--- config.mk ---
export PLATFORM = sky130hd
export DESIGN_NAME = four_digit_seven_segment_encoder
export DESIGN_NICKNAME = d
export VERILOG_FILES = /design/src/sv/sseg_pkg.sv /design/src/sv/four_digit_seven_segment_encoder.sv /design/src/sv/sseg_digits.sv /design/src/sv/sseg_frames.sv
export VERILOG_INCLUDE_DIRS = /design/src /design/src/sv
export SDC_FILE = /design/constraint.sdc
export NUM_CORES = 1
export LEC_CHECK = 0
export BUFFER_PORTS_ARGS = -buffer_cell sky130_fd_sc_hd__buf_4
export CAP_MARGIN = 10
export CORE_MARGIN = 2
export CORE_UTILIZATION = 30
export CTS_CLUSTER_SIZE = 12
export DETAILED_ROUTE_END_ITERATION = 10
export GPL_ROUTABILITY_DRIVEN = 0
export PLACE_DENSITY_LB_ADDON = 0.15
export SETUP_SLACK_MARGIN = 0.02
export SKIP_CTS_REPAIR_TIMING = 1
export SLEW_MARGIN = 20
export SYNTH_ARGS = -nofsm -noshare
export SYNTH_HDL_FRONTEND = slang
export SYNTH_SLANG_ARGS = --single-unit
--- constraint.sdc ---
create_clock -name aclk -period 8.1 [get_ports aclk]
set_input_delay 0.81 -clock aclk [delete_from_list [all_inputs] [get_ports aclk]]
set_output_delay 0.81 -clock aclk [all_outputs]
set_load 0.005 [all_outputs]
--- src/sv/four_digit_seven_segment_encoder_defines.svh ---
// Assertion macros shared by the display encoder RTL.
// Depends on nothing; included by the top level only.
`ifndef FOUR_DIGIT_SEVEN_SEGMENT_ENCODER_DEFINES_SVH
`define FOUR_DIGIT_SEVEN_SEGMENT_ENCODER_DEFINES_SVH

// Same-cycle implication, checked on every rising edge outside reset.
`define SSEG_ASSERT_IMPL(label, clk, rstn, cond, expr, msg) \
    label: assert property (@(posedge clk) disable iff (!rstn) (cond) |-> (expr)) \
        else $error(msg);

// Next-cycle implication, checked on every rising edge outside reset.
`define SSEG_ASSERT_NEXT(label, clk, rstn, cond, expr, msg) \
    label: assert property (@(posedge clk) disable iff (!rstn) (cond) |=> (expr)) \
        else $error(msg);

`endif

--- src/sv/sseg_pkg.sv ---
// Shared types, codes, glyph tables and helper functions for the display encoder.
// Depends on nothing; used by sseg_digits, sseg_frames and the top level.
package sseg_pkg;

    // Request opcodes.
    localparam logic [1:0] OP_NUMBER  = 2'd0;
    localparam logic [1:0] OP_FLIPPED = 2'd1;
    localparam logic [1:0] OP_LETTERS = 2'd2;

    // Register byte address of the night mode bit.
    localparam logic [1:0] ADDR_NIGHT_MODE = 2'd0;

    localparam logic [13:0] NUMBER_MAX = 14'd9999;
    localparam logic [13:0] WEIGHT_THOUSANDS = 14'd1000;
    localparam logic [13:0] WEIGHT_HUNDREDS  = 14'd100;
    localparam logic [13:0] WEIGHT_TENS      = 14'd10;

    localparam logic [7:0] CHAR_SPACE = 8'd32;
    localparam logic [7:0] CHAR_FIRST = 8'd65;
    localparam logic [7:0] CHAR_LAST  = 8'd90;

    localparam logic [7:0] ALPHA_GLYPH [26] = '{
        8'h77, 8'h7C, 8'h58, 8'h5E, 8'h7B, 8'h71, 8'h6F, 8'h74, 8'h04, 8'h0E, 8'h70,
        8'h38, 8'h23, 8'h54, 8'h5C, 8'h73, 8'h67, 8'h50, 8'h6D, 8'h78, 8'h1C, 8'h72,
        8'h4F, 8'h76, 8'h66, 8'h49
    };

    // One request as taken from the input channel. Character 0 is the rightmost.
    typedef struct packed {
        logic [1:0]       op;
        logic [13:0]      number;
        logic [3:0]       dots;
        logic [3:0][7:0]  chars;
    } req_t;

    // Request on its way through the digit pipeline. Digit 0 is the units digit.
    typedef struct packed {
        logic [1:0]       op;
        logic [3:0]       dots;
        logic [3:0][7:0]  chars;
        logic             over;
        logic [3:0][3:0]  digits;
        logic [9:0]       rem;
    } pipe_t;

    typedef struct packed {
        logic [3:0]  digit;
        logic [13:0] rem;
    } dec_t;

    typedef struct packed {
        logic       bad;
        logic [7:0] glyph;
    } char_t;

    // One decimal digit off the top of a value below ten times the weight.
    function automatic dec_t dec_step(input logic [13:0] value, input logic [13:0] weight);
        dec_t        r;
        logic [13:0] base;
        r.digit = '0;
        base    = '0;
        for (int k = 1; k < 10; k++) begin
            if (value >= 14'(k) * weight) begin
                r.digit = 4'(k);
                base    = 14'(k) * weight;
            end
        end
        r.rem = value - base;
        return r;
    endfunction

    // Glyph of a decimal digit, upright or turned upside down.
    function automatic logic [7:0] num_glyph(input logic [3:0] d, input logic flip);
        logic [7:0] g;
        case (d)
            4'd0:    g = 8'h3F;
            4'd1:    g = flip ? 8'h30 : 8'h06;
            4'd2:    g = 8'h5B;
            4'd3:    g = flip ? 8'h79 : 8'h4F;
            4'd4:    g = flip ? 8'h74 : 8'h66;
            4'd5:    g = 8'h6D;
            4'd6:    g = flip ? 8'h67 : 8'h7C;
            4'd7:    g = flip ? 8'h38 : 8'h07;
            4'd8:    g = 8'h7F;
            4'd9:    g = flip ? 8'h7C : 8'h67;
            default: g = 8'h00;
        endcase
        return g;
    endfunction

    // Glyph of a letter or a space; anything else is blank and flagged.
    function automatic char_t char_glyph(input logic [7:0] c);
        char_t r;
        r.bad   = 1'b0;
        r.glyph = 8'h00;
        if (c == CHAR_SPACE) begin
            r.glyph = 8'h00;
        end else if (c >= CHAR_FIRST && c <= CHAR_LAST) begin
            r.glyph = ALPHA_GLYPH[5'(c - CHAR_FIRST)];
        end else begin
            r.bad = 1'b1;
        end
        return r;
    endfunction

    // Reorder glyph bits A..G,DP into the shift-register pin order.
    function automatic logic [7:0] to_pins(input logic [7:0] g);
        return {g[6], g[2], g[7], g[3], g[4], g[1], g[5], g[0]};
    endfunction

endpackage

--- src/sv/four_digit_seven_segment_encoder.sv ---
// Four-digit seven-segment encoder: each request item becomes four display frames
// that carry a segment byte in shift-register pin order, the digit position, a dim
// flag, a bad-input flag and a last mark. Frames come out units first: the units
// digit (or the rightmost letter) leads and the thousands digit (or leftmost letter)
// closes the item with last set. Op 0 shows a number 0..9999 with leading zeros
// blanked and decimal points from dot_mask; op 1 shows it with the upside-down
// glyph set at mirrored positions; op 2 shows four letters A..Z or space. Numbers
// above 9999 show as 9999 and letters outside the set show blank, with bad_input
// set on all four frames; op 3 gives four blank frames with bad_input set. The
// output port emits one frame per cycle while m_ready is high; an accepted item
// passes the input register, three decimal digit stages and the frame buffer
// before its first frame is on the output. The input is taken while the frame
// buffer still drains, so a following item waits in the pipeline and its frames
// follow without a gap. The night_mode register (byte address 0 of the register
// port) is copied into dim and should only be written while idle.
// Depends on sseg_pkg, sseg_digits, sseg_frames and the assertion macro header.
`include "four_digit_seven_segment_encoder_defines.svh"

module four_digit_seven_segment_encoder (
    input  logic        aclk,
    input  logic        aresetn,

    // Register port.
    input  logic        psel,
    input  logic        penable,
    input  logic        pwrite,
    input  logic [1:0]  paddr,
    input  logic [31:0] pwdata,
    output logic [31:0] prdata,
    output logic        pready,

    // Request channel.
    input  logic        s_valid,
    output logic        s_ready,
    input  logic [1:0]  s_op,
    input  logic [13:0] s_number,
    input  logic [3:0]  s_dot_mask,
    input  logic [7:0]  s_char_left,
    input  logic [7:0]  s_char_second,
    input  logic [7:0]  s_char_third,
    input  logic [7:0]  s_char_right,

    // Frame channel.
    output logic        m_valid,
    input  logic        m_ready,
    output logic [7:0]  m_segments,
    output logic [1:0]  m_position,
    output logic        m_dim,
    output logic        m_bad_input,
    output logic        m_last
);

    logic            night_mode_reg;
    logic            night_mode_next;
    logic            in_valid_reg;
    sseg_pkg::req_t  in_reg;
    sseg_pkg::req_t  in_next;
    logic            dig_ready;
    logic            dig_valid;
    sseg_pkg::pipe_t dig_pipe;
    logic            frm_ready;
    logic            frame_take;
    logic            last_frame;
    logic            last_pos_ok;

    // The register port never stalls. A write lands in the access phase.
    assign pready = 1'b1;
    assign prdata = (paddr == sseg_pkg::ADDR_NIGHT_MODE) ? {31'd0, night_mode_reg} : 32'd0;

    always_comb begin
        night_mode_next = night_mode_reg;
        if (psel && penable && pwrite && paddr == sseg_pkg::ADDR_NIGHT_MODE) begin
            night_mode_next = pwdata[0];
        end
    end

    always_ff @(posedge aclk) begin
        if (!aresetn) begin
            night_mode_reg <= 1'b0;
        end else begin
            night_mode_reg <= night_mode_next;
        end
    end

    // Input register. It accepts a new item whenever its content moves on,
    // so the request side never waits on an idle block.
    assign s_ready = !in_valid_reg || dig_ready;

    always_comb begin
        in_next.op       = s_op;
        in_next.number   = s_number;
        in_next.dots     = s_dot_mask;
        in_next.chars[0] = s_char_right;
        in_next.chars[1] = s_char_third;
        in_next.chars[2] = s_char_second;
        in_next.chars[3] = s_char_left;
    end

    always_ff @(posedge aclk) begin
        if (!aresetn) begin
            in_valid_reg <= 1'b0;
        end else if (s_ready) begin
            in_valid_reg <= s_valid;
        end
    end

    always_ff @(posedge aclk) begin
        if (s_valid && s_ready) begin
            in_reg <= in_next;
        end
    end

    // Decimal split of the number, one digit weight per stage.
    sseg_digits u_digits (
        .aclk      (aclk),
        .aresetn   (aresetn),
        .in_valid  (in_valid_reg),
        .in_ready  (dig_ready),
        .in_req    (in_reg),
        .out_valid (dig_valid),
        .out_ready (frm_ready),
        .out_pipe  (dig_pipe)
    );

    // Glyph encoding and the four-frame output buffer.
    sseg_frames u_frames (
        .aclk        (aclk),
        .aresetn     (aresetn),
        .in_valid    (dig_valid),
        .in_ready    (frm_ready),
        .in_pipe     (dig_pipe),
        .night_mode  (night_mode_reg),
        .m_valid     (m_valid),
        .m_ready     (m_ready),
        .m_segments  (m_segments),
        .m_position  (m_position),
        .m_dim       (m_dim),
        .m_bad_input (m_bad_input),
        .m_last      (m_last)
    );

    // Short names for the frame handshake and the closing frame.
    assign frame_take  = m_valid && m_ready;
    assign last_frame  = m_valid && m_last;
    assign last_pos_ok = m_position == 2'd3 || m_position == 2'd0;

    // After a frame other than the closing one is taken, the buffer still holds a valid frame of the item.
    `SSEG_ASSERT_NEXT(a_no_gap, aclk, aresetn, frame_take && !m_last, m_valid, "item cut short")

    // The closing frame drives either the thousands position or, when mirrored, the units.
    `SSEG_ASSERT_IMPL(a_last_pos, aclk, aresetn, last_frame, last_pos_ok, "bad last position")

    // After a closing frame the next frame shown opens a new item.
    `SSEG_ASSERT_NEXT(a_new_item, aclk, aresetn, frame_take && m_last, !last_frame, "double last")

endmodule

--- src/sv/sseg_digits.sv ---
// Three-stage decimal split of the saturated number: thousands, hundreds, tens/units.
// Depends on sseg_pkg.
module sseg_digits (
    input  logic            aclk,
    input  logic            aresetn,
    input  logic            in_valid,
    output logic            in_ready,
    input  sseg_pkg::req_t  in_req,
    output logic            out_valid,
    input  logic            out_ready,
    output sseg_pkg::pipe_t out_pipe
);

    logic            a_valid_reg, b_valid_reg, c_valid_reg;
    logic            a_ready, b_ready, c_ready;
    sseg_pkg::pipe_t a_reg, b_reg, c_reg;
    sseg_pkg::pipe_t a_next, b_next, c_next;
    logic [13:0]     sat;
    sseg_pkg::dec_t  dec_a, dec_b, dec_c;

    // Each stage takes a new item when it is empty or its content moves on.
    assign c_ready  = !c_valid_reg || out_ready;
    assign b_ready  = !b_valid_reg || c_ready;
    assign a_ready  = !a_valid_reg || b_ready;
    assign in_ready = a_ready;

    always_comb begin
        sat = (in_req.number > sseg_pkg::NUMBER_MAX) ? sseg_pkg::NUMBER_MAX : in_req.number;
        dec_a = sseg_pkg::dec_step(sat, sseg_pkg::WEIGHT_THOUSANDS);
        a_next           = '0;
        a_next.op        = in_req.op;
        a_next.dots      = in_req.dots;
        a_next.chars     = in_req.chars;
        a_next.over      = in_req.number > sseg_pkg::NUMBER_MAX;
        a_next.digits[3] = dec_a.digit;
        a_next.rem       = 10'(dec_a.rem);
    end

    always_comb begin
        dec_b = sseg_pkg::dec_step(14'(a_reg.rem), sseg_pkg::WEIGHT_HUNDREDS);
        b_next           = a_reg;
        b_next.digits[2] = dec_b.digit;
        b_next.rem       = 10'(dec_b.rem);
    end

    always_comb begin
        dec_c = sseg_pkg::dec_step(14'(b_reg.rem), sseg_pkg::WEIGHT_TENS);
        c_next           = b_reg;
        c_next.digits[1] = dec_c.digit;
        c_next.digits[0] = 4'(dec_c.rem);
        c_next.rem       = '0;
    end

    always_ff @(posedge aclk) begin
        if (!aresetn) begin
            a_valid_reg <= 1'b0;
            b_valid_reg <= 1'b0;
            c_valid_reg <= 1'b0;
        end else begin
            if (a_ready) begin
                a_valid_reg <= in_valid;
            end
            if (b_ready) begin
                b_valid_reg <= a_valid_reg;
            end
            if (c_ready) begin
                c_valid_reg <= b_valid_reg;
            end
        end
    end

    always_ff @(posedge aclk) begin
        if (in_valid && a_ready) begin
            a_reg <= a_next;
        end
        if (a_valid_reg && b_ready) begin
            b_reg <= b_next;
        end
        if (b_valid_reg && c_ready) begin
            c_reg <= c_next;
        end
    end

    assign out_valid = c_valid_reg;
    assign out_pipe  = c_reg;

endmodule

--- src/sv/sseg_frames.sv ---
// Glyph encoding of one request into four frames and the frame sequencer on the output side.
// Depends on sseg_pkg.
module sseg_frames (
    input  logic            aclk,
    input  logic            aresetn,
    input  logic            in_valid,
    output logic            in_ready,
    input  sseg_pkg::pipe_t in_pipe,
    input  logic            night_mode,
    output logic            m_valid,
    input  logic            m_ready,
    output logic [7:0]      m_segments,
    output logic [1:0]      m_position,
    output logic            m_dim,
    output logic            m_bad_input,
    output logic            m_last
);

    logic            valid_reg, valid_next;
    logic [1:0]      cnt_reg, cnt_next;
    logic [3:0][7:0] seg_reg, seg_next;
    logic            mirror_reg, mirror_next;
    logic            bad_reg, bad_next;
    logic [3:0]      lead;
    logic            load;
    logic            frame_done;

    // Leading zeros blank; the units digit always shows.
    always_comb begin
        lead[3] = in_pipe.digits[3] == 4'd0;
        lead[2] = lead[3] && in_pipe.digits[2] == 4'd0;
        lead[1] = lead[2] && in_pipe.digits[1] == 4'd0;
        lead[0] = 1'b0;
    end

    always_comb begin
        logic [7:0]      g;
        sseg_pkg::char_t cg;
        seg_next    = '0;
        bad_next    = 1'b0;
        mirror_next = in_pipe.op == sseg_pkg::OP_FLIPPED;
        for (int k = 0; k < 4; k++) begin
            g  = 8'h00;
            cg = sseg_pkg::char_glyph(in_pipe.chars[k]);
            case (in_pipe.op)
                sseg_pkg::OP_NUMBER, sseg_pkg::OP_FLIPPED: begin
                    g = lead[k] ? 8'h00
                        : sseg_pkg::num_glyph(in_pipe.digits[k], mirror_next);
                    g[7] = in_pipe.dots[k];
                    bad_next = in_pipe.over;
                end
                sseg_pkg::OP_LETTERS: begin
                    g = cg.glyph;
                    bad_next = bad_next | cg.bad;
                end
                default: begin
                    g = 8'h00;
                    bad_next = 1'b1;
                end
            endcase
            seg_next[k] = sseg_pkg::to_pins(g);
        end
    end

    // The buffer refills in the same cycle its fourth frame leaves.
    assign frame_done = valid_reg && m_ready;
    assign in_ready   = !valid_reg || (m_ready && cnt_reg == 2'd3);
    assign load       = in_valid && in_ready;

    always_comb begin
        valid_next = valid_reg;
        cnt_next   = cnt_reg;
        if (frame_done) begin
            cnt_next = 2'(cnt_reg + 2'd1);
            if (cnt_reg == 2'd3) begin
                valid_next = 1'b0;
            end
        end
        if (load) begin
            valid_next = 1'b1;
            cnt_next   = 2'd0;
        end
    end

    always_ff @(posedge aclk) begin
        if (!aresetn) begin
            valid_reg <= 1'b0;
            cnt_reg   <= 2'd0;
        end else begin
            valid_reg <= valid_next;
            cnt_reg   <= cnt_next;
        end
    end

    always_ff @(posedge aclk) begin
        if (load) begin
            seg_reg    <= seg_next;
            mirror_reg <= mirror_next;
            bad_reg    <= bad_next;
        end
    end

    assign m_valid     = valid_reg;
    assign m_segments  = seg_reg[cnt_reg];
    assign m_position  = mirror_reg ? 2'(2'd3 - cnt_reg) : cnt_reg;
    assign m_dim       = night_mode;
    assign m_bad_input = bad_reg;
    assign m_last      = cnt_reg == 2'd3;

endmodule

==> metrics.md, run 1 <==
| Metric | Value |
|---|---|
| Worst EP required | between 8000 and 9000 ps |
| Worst R2R Start | in_reg[47] |
| Per-cell routed wire length | 15.5 um |
| Cell area after synthesis | 13,200 sq um |
| Core region area | around 43,000 sq um |
| Largest cells by area after synthesis | edfxtp_1 (57%), ha_1 (4.4%), a21oi_1 (3.5%) |
| Post-detailed-route via-to-cell ratio | approximately 4.8 |
| Post-synthesis area per instance | 11.5 sq um |
| First-pass DRT Iterations | 6 |
| Fin. Hold Viols | 0 |
| Final #Nets | approximately 1.3k |
| HP Start | in_reg[12] |
| Maximum VDD drop | between 0.15 and 0.2 mV |
| Post-synth EDFFs | 251 |
| Min-delay worst type | reg2reg |
| Area growth from synthesis to layout | 15.0% |
| Initial Utilization | 0.305 |
| Worst skew pair latency | approximately 580 ps |
| Worst Hold End | u_digits.a_reg[39] |
| Max_cap viols | 0 |
| Initial antenna violation count | 0 |
| # clock sinks | between 200 and 300 |
| RSZ-0062 raised after global routing | no |
| Syn Inst Count | ~1.1k |
| Max Slew Vio Count | 0 |
| Worst reg-to-reg setup slack | slightly below 4000 ps |
| Yosys warning total | 0 |
| Synth area leader | edfxtp_1 |
| Status | finished, final reports clean |
| Global-route usage over all layers | 0.122 |
| Power per cell area | ~200 nW/um^2 |
| Sequential fraction of the synthesis area | 0.585 |
| Critical Path Source Type | register |
| Iteration-0 DRC Markers | approximately 650 |
| Global route overflow | 0 |
| Clock skew | 34.3 ps |
| # IOs | around 140 |
| # H-tree levels | 1 |
| Fraction of registers with async set/reset | 0 |
| Vias in the first global route | ~8.3k |
| Cts bufs inserted | 30 |
| Yosys reg bits | ~260 |
| Routed via count | around 8.7k |
| Layout cells sized above 1 | 0.130 |
| Clock root cell | clkbuf_16 |
| Maximum clock insertion buffer count | 3 |
| Post-route antenna net violation count | 0 |
| Antenna cells | 0 |
| Fin Setup TNS | 0 ps |
| Largest net degree at the start of global routing | 58 |
| Die Wd | approximately 210 um |
| Top_reg_cell synth | edfxtp_1 |
| Tcrit/Tclk final | 0.518 |
| Row count | 76 |
| Critical path peak fanout | 10 |
| CTS clock-pin slew for the worst setup and hold paths | 60 ps |
| Lkg Pwr | approximately 5.4 nW |
| Hold Slack | 389 ps |
| FF-to-FF End | u_digits.a_reg[9] |
| DRC violations left | 0 |
| Reg2reg path depth | 19 |
| First-pass GRT wire length | ~45,000 um |
| Routed WL | roughly 28,000 um |
| # setup viols final | 0 |
| Min Tclk post-route | 4190 ps |
| Critical Path AT | roughly 4500 ps |
| Max reg flops | 57 |
| Max_slew headroom | 0.325 |
| DP HPWL | approximately 19,000 um |
| CTS tree | built |
| Cell variety after synth | 80 |
| Port Buffers | 77 |
| Die Y | approximately 210 um |
| Slew @ Worst Pin | roughly 1000 ps |
| DIE AREA | approximately 46,000 sq um |
| CP Capture Type | register |
| Kind of critical path | reg2reg |
| Top cell type's share of synthesized area | 0.572 |
| Hold depth | 0 |
| Max Freq | between 0.2 and 0.25 GHz |
[worst max-delay path by stage]
stage                        endpoint  slack (ps)  startpoint
floorplan           u_digits.b_reg[0]        2240     m_ready
global placement    u_digits.a_reg[9]        3920  in_reg[48]
detailed placement  u_digits.a_reg[9]        3920  in_reg[47]
CTS                 u_digits.a_reg[9]        3880  in_reg[47]
global route        u_digits.a_reg[9]        3550  in_reg[48]
finish              u_digits.a_reg[9]        3910  in_reg[47]
[cells in the mapped netlist, types with 6 or more instances]
cell and n:
nor3_1 25, ha_1 46, xor2_1 15, o221ai_1 7, nand4_1 6, nand2_1 89
a22oi_1 6, o21bai_1 9, edfxtp_1 251, xnor2_1 19, nor2_1 82, nand2b_1 22
buf_4 32, a31oi_1 19, clkbuf_1 54, mux4_2 8, o21a_1 8, dfxtp_1 8
inv_1 42, o22ai_1 17, and3_1 6, a21o_1 10, o21ai_0 82, o211ai_1 16
nor2b_1 17, a21oi_1 92, nand3_1 22, a21boi_0 7, a211oi_1 8, or3_1 10
[cell families (layout without fill, tap and decap cells)]
group	after synthesis	in the layout	share of synthesized area
DFF	259	259	0.585
adders and majority gates	50	50	0.0485
buffers and inverters	137	181	0.0496
muxes	12	12	0.0167
xor gates and xnor gates	34	34	0.0226
other	2	32	0.000570
AOI/OAI and AO/OA	335	335	0.162
and+or+nand+nor	313	313	0.115
[power by group]
part	leakage (nW)	total [W]	internal [W]	switching, W
Sequential	2.37	0.00156	0.00153	0.0000365
Combinational	2.53	0.000217	0.0000997	0.000118
Clock	0.451	0.00127	0.000743	0.000529
Total	5.35	0.00305	0.00237	0.000684
[placed cells by master (no fill, tap or decap), types with 7 or more instances in the layout]
master	instances
a211oi_1	8
a21o_1	10
a21oi_1	91
a31oi_1	19
buf_4	83
clkbuf_1	7
clkbuf_16	30
clkinv_1	9
conb_1	32
dfxtp_1	8
edfxtp_1	251
ha_1	46
inv_1	42
mux4_2	8
nand2_1	89
nand2b_1	22
nand3_1	22
nor2_1	82
nor2b_1	14
nor3_1	25
o211ai_1	16
o21a_1	8
o21ai_0	82
o21bai_1	9
o221ai_1	7
o22ai_1	17
or3_1	10
xnor2_1	16
xor2_1	15
[critical path, stage by stage (launching register included)]
cell and delay [ps]:
edfxtp_1 550, o21ai_4 290, nand3_2 150, o311ai_2 390
inv_1 160, o31ai_1 320, nand2_1 80, a21oi_1 150
o21ai_0 120, nand2_1 130, ha_1 210, inv_1 60
ha_1 190, nor2_1 130, o2bb2ai_1 130, a31oi_1 60
maj3_2 360, a21o_1 180, a21oi_1 170, xnor2_1 100
[final cells by class]
cell class,instances,area [sq um]
Multi-Input combinational cell,776,4990
Timing Repair Buffer,83,623
Clock buffer,37,777
Clock inverter,18,155
Sequential cell,259,7700
Fill cell,4339,28000
Inverter,43,161
Tap cell,585,732
[metal layers]
metal	GRT usage	routed length, um
met5	0	0
met1	0.165	12900
met2	0.200	13000
met3	0.0231	1160
met4	0.0388	821
[through the flow]
stage	total power [W]	area [sq um]	setup slack, ps	utilization	std cells
2_1_floorplan	0.00175	13300	2240	-	1172
3_3_place_gp	0.00181	14200	3920	0.329	1746
3_5_place_dp	0.00181	14200	3920	0.329	1746
4_1_cts	0.00311	15100	3880	0.350	1801
5_1_grt	0.00319	15100	3550	0.351	1801
6_report	0.00305	15100	3910	0.351	1801
Note: power is estimated with default switching activity, not from simulation.
==> run 2: changes to the inputs <==
- clock period: 8.1 -> 3.9 ns (I/O delays scaled with it)
==> run 2 against run 1 <==
Compared with the run above:
- global-route usage decreased by 0.050 points
- power is 120% higher
- clock power grew 120%
- die area unchanged
- setup slack got worse by 3600 ps
- clock skew decreased by 3.5 ps
- cell area increased by 5.7%
==> metrics.md, run 2 (synthesis results as in run 1) <==
| Metric | Value |
|---|---|
| Status | finished, final reports clean |
| CP Capture Type | register |
| Clock skew | a little over 30 ps |
| Die Y | 213 um |
| First-pass GRT wire length | 44,300 um |
| Commonest non-fill, non-tap cell in the layout | edfxtp_1 |
| DP HPWL | roughly 19,000 um |
| Max Slew Vio Count | 0 |
| Critical path peak fanout | 3 |
| Post-route antenna net violation count | 0 |
| DIE AREA | between 40,000 and 50,000 sq um |
| Per-cell routed wire length | 15.1 um |
| Initial antenna violation count | 0 |
| CTS clock-pin slew for the worst setup and hold paths | roughly 60 ps |
| Max_slew headroom | 0.338 |
| Critical Path AT | 3930 ps |
| CTS tree | built |
| # clock sinks | roughly 260 |
| Area growth from synthesis to layout | 21.5% |
| Maximum VDD drop | 0.314 mV |
| Largest net degree at the start of global routing | 58 |
| DP Worst Slack | slightly above 200 ps |
| Core region area | about 43,000 sq um |
| Psw | roughly 0.0014 W |
| Critical-path top delay cell | edfxtp_1 |
| Kind of critical path | reg2reg |
| Fin. Hold Viols | 0 |
| Worst path buffer plus inverter count | 2 |
| Global route overflow | 0 |
| Sw Share | 0.220 |
| # IOs | around 140 |
| Worst setup margin | around 260 ps |
| Slowest Stage Delay on Critical Path | roughly 440 ps |
| Die Wd | 213 um |
| # H-tree levels | 1 |
| Routed WL | between 20,000 and 30,000 um |
| Worst EP required | roughly 4200 ps |
| Clock root cell | clkbuf_16 |
| End-of-flow core utilization | 0.371 |
| Routed via count | between 8k and 9k |
| Post-detailed-route via-to-cell ratio | between 4 and 5 |
| Max_cap viols | 0 |
| Final #Nets | ~1.4k |
| # setup viols final | 0 |
| Slew @ Worst Pin | 986 ps |
| Tcrit/Tclk final | 0.933 |
| Antenna cells | 0 |
| Power per cell area | roughly 400 nW/um^2 |
| Combinational share of power | 0.084 |
| Initial Utilization | 0.305 |
| Min Tclk post-route | roughly 3600 ps |
| First-pass DRT Iterations | 7 |
| Min-delay worst type | in2reg |
| Lkg Pwr | 5.75 nW |
| Layout cells sized above 1 | 0.152 |
| Max reg flops | 57 |
| Critical Path Source Type | register |
| RSZ-0062 raised after global routing | yes |
| Critical path, cell by cell | o21ai_4, nand3_2, o311ai_2, inv_1, o31ai_2, nand2_1, a21oi_1, o21ai_0, nand2_1, ha_2, inv_1, ha_1, nor2_2, o2bb2ai_1, a31oi_1, maj3_2, a21o_1, a21oi_2, xnor2_1 |
| Commonest non-fill, non-tap cells in the layout | edfxtp_1 (251), buf_4 (110), a21oi_1 (90), nand2_1 (89), o21ai_0 (82) |
| Seq pwr share | 0.489 |
| Fin Setup TNS | 0 ps |
| Max Freq | between 0.2 and 0.3 GHz |
| Port Buffers | 77 |
| Worst skew pair latency | 570 ps |
| Global-route usage over all layers | 0.122 |
| Maximum clock insertion buffer count | 3 |
| DRC violations left | 0 |
| Cts bufs inserted | 31 |
| Internal | slightly above 0.005 W |
| Family with the most delay on the worst path | compound AO/OA/AOI/OAI gates |
| Iteration-0 DRC Markers | 583 |
| Vias in the first global route | between 8k and 9k |
| Proportion of power drawn by the clock network | 0.427 |
| Row count | 76 |
==> run 2: layer usage <==
| layer | track usage | up-vias | part of all wire |
|---|---|---|---|
| li1 | - | 4499 | - |
| met1 | 0.167 | 4264 | 0.46 |
| met2 | 0.196 | 169 | 0.47 |
| met3 | 0.0221 | 41 | 0.044 |
| met4 | 0.0398 | 0 | 0.026 |
| met5 | 0 | - | 0 |
==> run 2: power groups by stage <==
stage	combinational [W]	clock, W	sequential, W
after floorplan	0.000383	0	0.00325
after global placement	0.000504	0	0.00328
after detailed placement	0.000509	0	0.00328
after CTS	0.000512	0.00292	0.00322
after global routing	0.000626	0.00302	0.00323
final	0.000553	0.00281	0.00322
==> run 2: path summary, 6_finish.rpt <==
kind | start | to | slack, ps | depth (start not counted)
min reg2reg | u_digits.b_reg[50] | u_digits.out_pipe[50] | 400 | 0
min | pwdata[0] | night_mode_reg | 70 | 3
max reg2reg | in_reg[48] | u_digits.a_reg[9] | 260 | 19
max | in_reg[48] | u_digits.a_reg[9] | 260 | 19
==> run 2: cell type report <==
class                           instances  area (sq um)
Sequential cell                       259          7700
Multi-Input combinational cell        776          5000
Fill cell                            4254         27200
Clock inverter                         20           218
Clock buffer                           33           783
Timing Repair Buffer                  165          1410
Tap cell                              585           732
Inverter                               43           161
==> run 2: per-stage QoR <==
step | std cells | total power [W] | hold slack (ps) | cell area [sq um]
after floorplan | 1172 | 0.00364 | 400 | 13300
after global placement | 1774 | 0.00378 | 402 | 14400
after detailed placement | 1774 | 0.00379 | 405 | 14400
after CTS | 1827 | 0.00665 | -50.1 | 15400
after global routing | 1881 | 0.00688 | 55.6 | 16000
final | 1881 | 0.00659 | 74.0 | 16000
==> run 2: tightest hold or removal path: stages <==
cell     delay (ps)
buf_4            70
mux2i_1          50
nor2b_1          90
==> run 3: changes to the inputs <==
- CORE_UTILIZATION: 30 -> 57
==> run 3 against run 2 <==
Compared with the run above:
- clock power down 18%
- sequential power about the same
- power down 8.7%
- worst hold slack worse by 54 ps
- largest cell class unchanged
- clock-buffer cell count down 1
- die area down 47%
- critical path depth unchanged
- clock skew down 9.0 ps
==> metrics.md, run 3 (synthesis results as in run 1) <==
| Metric | Value |
|---|---|
| DIE AREA | around 24,000 sq um |
| Internal | between 0.004 and 0.005 W |
| Global-route usage over all layers | 0.204 |
| Min-delay worst type | in2reg |
| Critical path peak fanout | 4 |
| Critical Path AT | 3980 ps |
| Fill count | between 1.5k and 2k |
| Worst setup margin | 196 ps |
| Fin. Hold Viols | 0 |
| Seq. cell area | about 7700 sq um |
| Min Tclk post-route | approximately 3700 ps |
| Seq pwr share | 0.536 |
| Lkg Pwr | around 5.4 nW |
| First-pass DRT Iterations | 7 |
| Post-detailed-route via-to-cell ratio | just under 6 |
| Per-cell routed wire length | about 16 um |
| Area of the multi-input gates | about 5000 sq um |
| Routed WL | 24,900 um |
| Clock root cell | clkbuf_16 |
| # setup viols final | 0 |
| Area after DPL | roughly 14,000 sq um |
| Global route overflow | 0 |
| Vias in the first global route | around 8k |
| Area growth from synthesis to layout | 12.3% |
| Final #Nets | 1,351 |
| Core region area | roughly 23,000 sq um |
| DP Worst Slack | between 150 and 200 ps |
| Commonest non-fill, non-tap cell in the layout | edfxtp_1 |
| Slew @ Worst Pin | between 900 and 1000 ps |
| Largest net degree at the start of global routing | 53 |
| DP HPWL | about 17,000 um |
| Initial Utilization | 0.582 |
| Fin Setup TNS | 0 ps |
| Proportion of power drawn by the clock network | 0.382 |
| Psw | between 0.001 and 0.0015 W |
| CP Capture Type | register |
| Antenna cells | 0 |
| Tcrit/Tclk final | 0.950 |
| Row count | 55 |
| Power per cell area | approximately 400 nW/um^2 |
| Max Slew Vio Count | 0 |
| Routed via count | 8,859 |
| Die Wd | 156 um |
| Max reg flops | 57 |
| Maximum clock insertion buffer count | 3 |
| Layout cells sized above 1 | 0.137 |
| Sw Share | 0.216 |
| Status | finished, final reports clean |
| Post-route antenna net violation count | 0 |
| Worst EP required | 4170 ps |
| Port Buffers | 77 |
| Worst skew pair latency | 540 ps |
| Max_slew headroom | 0.361 |
| CTS clock-pin slew for the worst setup and hold paths | ~60 ps |
| End-of-flow core utilization | 0.653 |
| Post-route cell area | 14,800 sq um |
| Kind of critical path | reg2reg |
| # clock sinks | 259 |
| DRC violations left | 0 |
| Iteration-0 DRC Markers | 874 |
| Hold Slack | between 20 and 25 ps |
| Max Freq | roughly 0.27 GHz |
| Max_cap viols | 0 |
| CTS tree | built |
| Commonest non-fill, non-tap cells in the layout | edfxtp_1 (251), buf_4 (101), a21oi_1 (91), nand2_1 (89) |
| Combinational share of power | 0.082 |
| # H-tree levels | 1 |
| Clock skew | between 20 and 25 ps |
| Maximum VDD drop | between 0.3 and 0.4 mV |
| Initial antenna violation count | 0 |
| Die Y | approximately 160 um |
| # IOs | roughly 140 |
| Cts bufs inserted | 27 |
| First-pass GRT wire length | slightly above 40,000 um |
| Critical Path Source Type | register |
-- run 3: worst paths after layout --
kind | slack (ps) | startpoint | end | depth (start not counted)
setup / recovery | 200 | in_reg[47] | u_digits.a_reg[9] | 19
hold / removal | 20 | s_char_left[5] | in_reg[29] | 1
setup reg to reg | 200 | in_reg[47] | u_digits.a_reg[9] | 19
hold reg to reg | 410 | in_reg[28] | u_digits.a_reg[55] | 0
-- run 3: layout make-up --
| type | count | share of cell area |
|---|---|---|
| well taps | 285 | 0.0241 |
| clock inverters | 11 | 0.00584 |
| flip-flops and latches | 259 | 0.521 |
| repair buffers | 103 | 0.0540 |
| inverters | 43 | 0.0109 |
| clock buffers | 32 | 0.0470 |
| multi-input cells | 776 | 0.338 |
-- run 3: power groups by stage --
stage | Sequential [W] | Combinational [W] | Clock (W)
after floorplan | 0.00325 | 0.000383 | 0
after global placement | 0.00328 | 0.000480 | 0
after detailed placement | 0.00328 | 0.000489 | 0
after CTS | 0.00323 | 0.000491 | 0.00236
after global routing | 0.00324 | 0.000558 | 0.00246
final | 0.00323 | 0.000494 | 0.00230
-- run 3: worst max-delay path, cell delays in order (launching register included) --
cell	delay, ps
edfxtp_1	430
o21ai_4	230
nand3_4	130
o311ai_4	290
inv_1	110
o31ai_2	290
nand2_1	80
a21oi_1	150
o21ai_0	110
nand2_1	90
ha_2	200
inv_1	50
ha_1	190
nor2_1	120
o2bb2ai_1	130
a31oi_1	60
maj3_2	330
a21o_1	180
a21oi_1	170
xnor2_1	90
-- run 3: metal layers --
metal | GRT usage | wire length, um | vias up
li1 | - | - | 4353
met5 | 0 | 0 | -
met4 | 0.0638 | 637 | 0
met3 | 0.0292 | 1360 | 43
met1 | 0.278 | 10800 | 4163
met2 | 0.342 | 12000 | 300
-- run 3: per-stage QoR --
step | power [W] | cells
3_5_place_dp | 0.00377 | 1465
2_1_floorplan | 0.00364 | 1172
5_1_grt | 0.00626 | 1509
4_1_cts | 0.00607 | 1508
3_3_place_gp | 0.00376 | 1465
6_report | 0.00602 | 1509
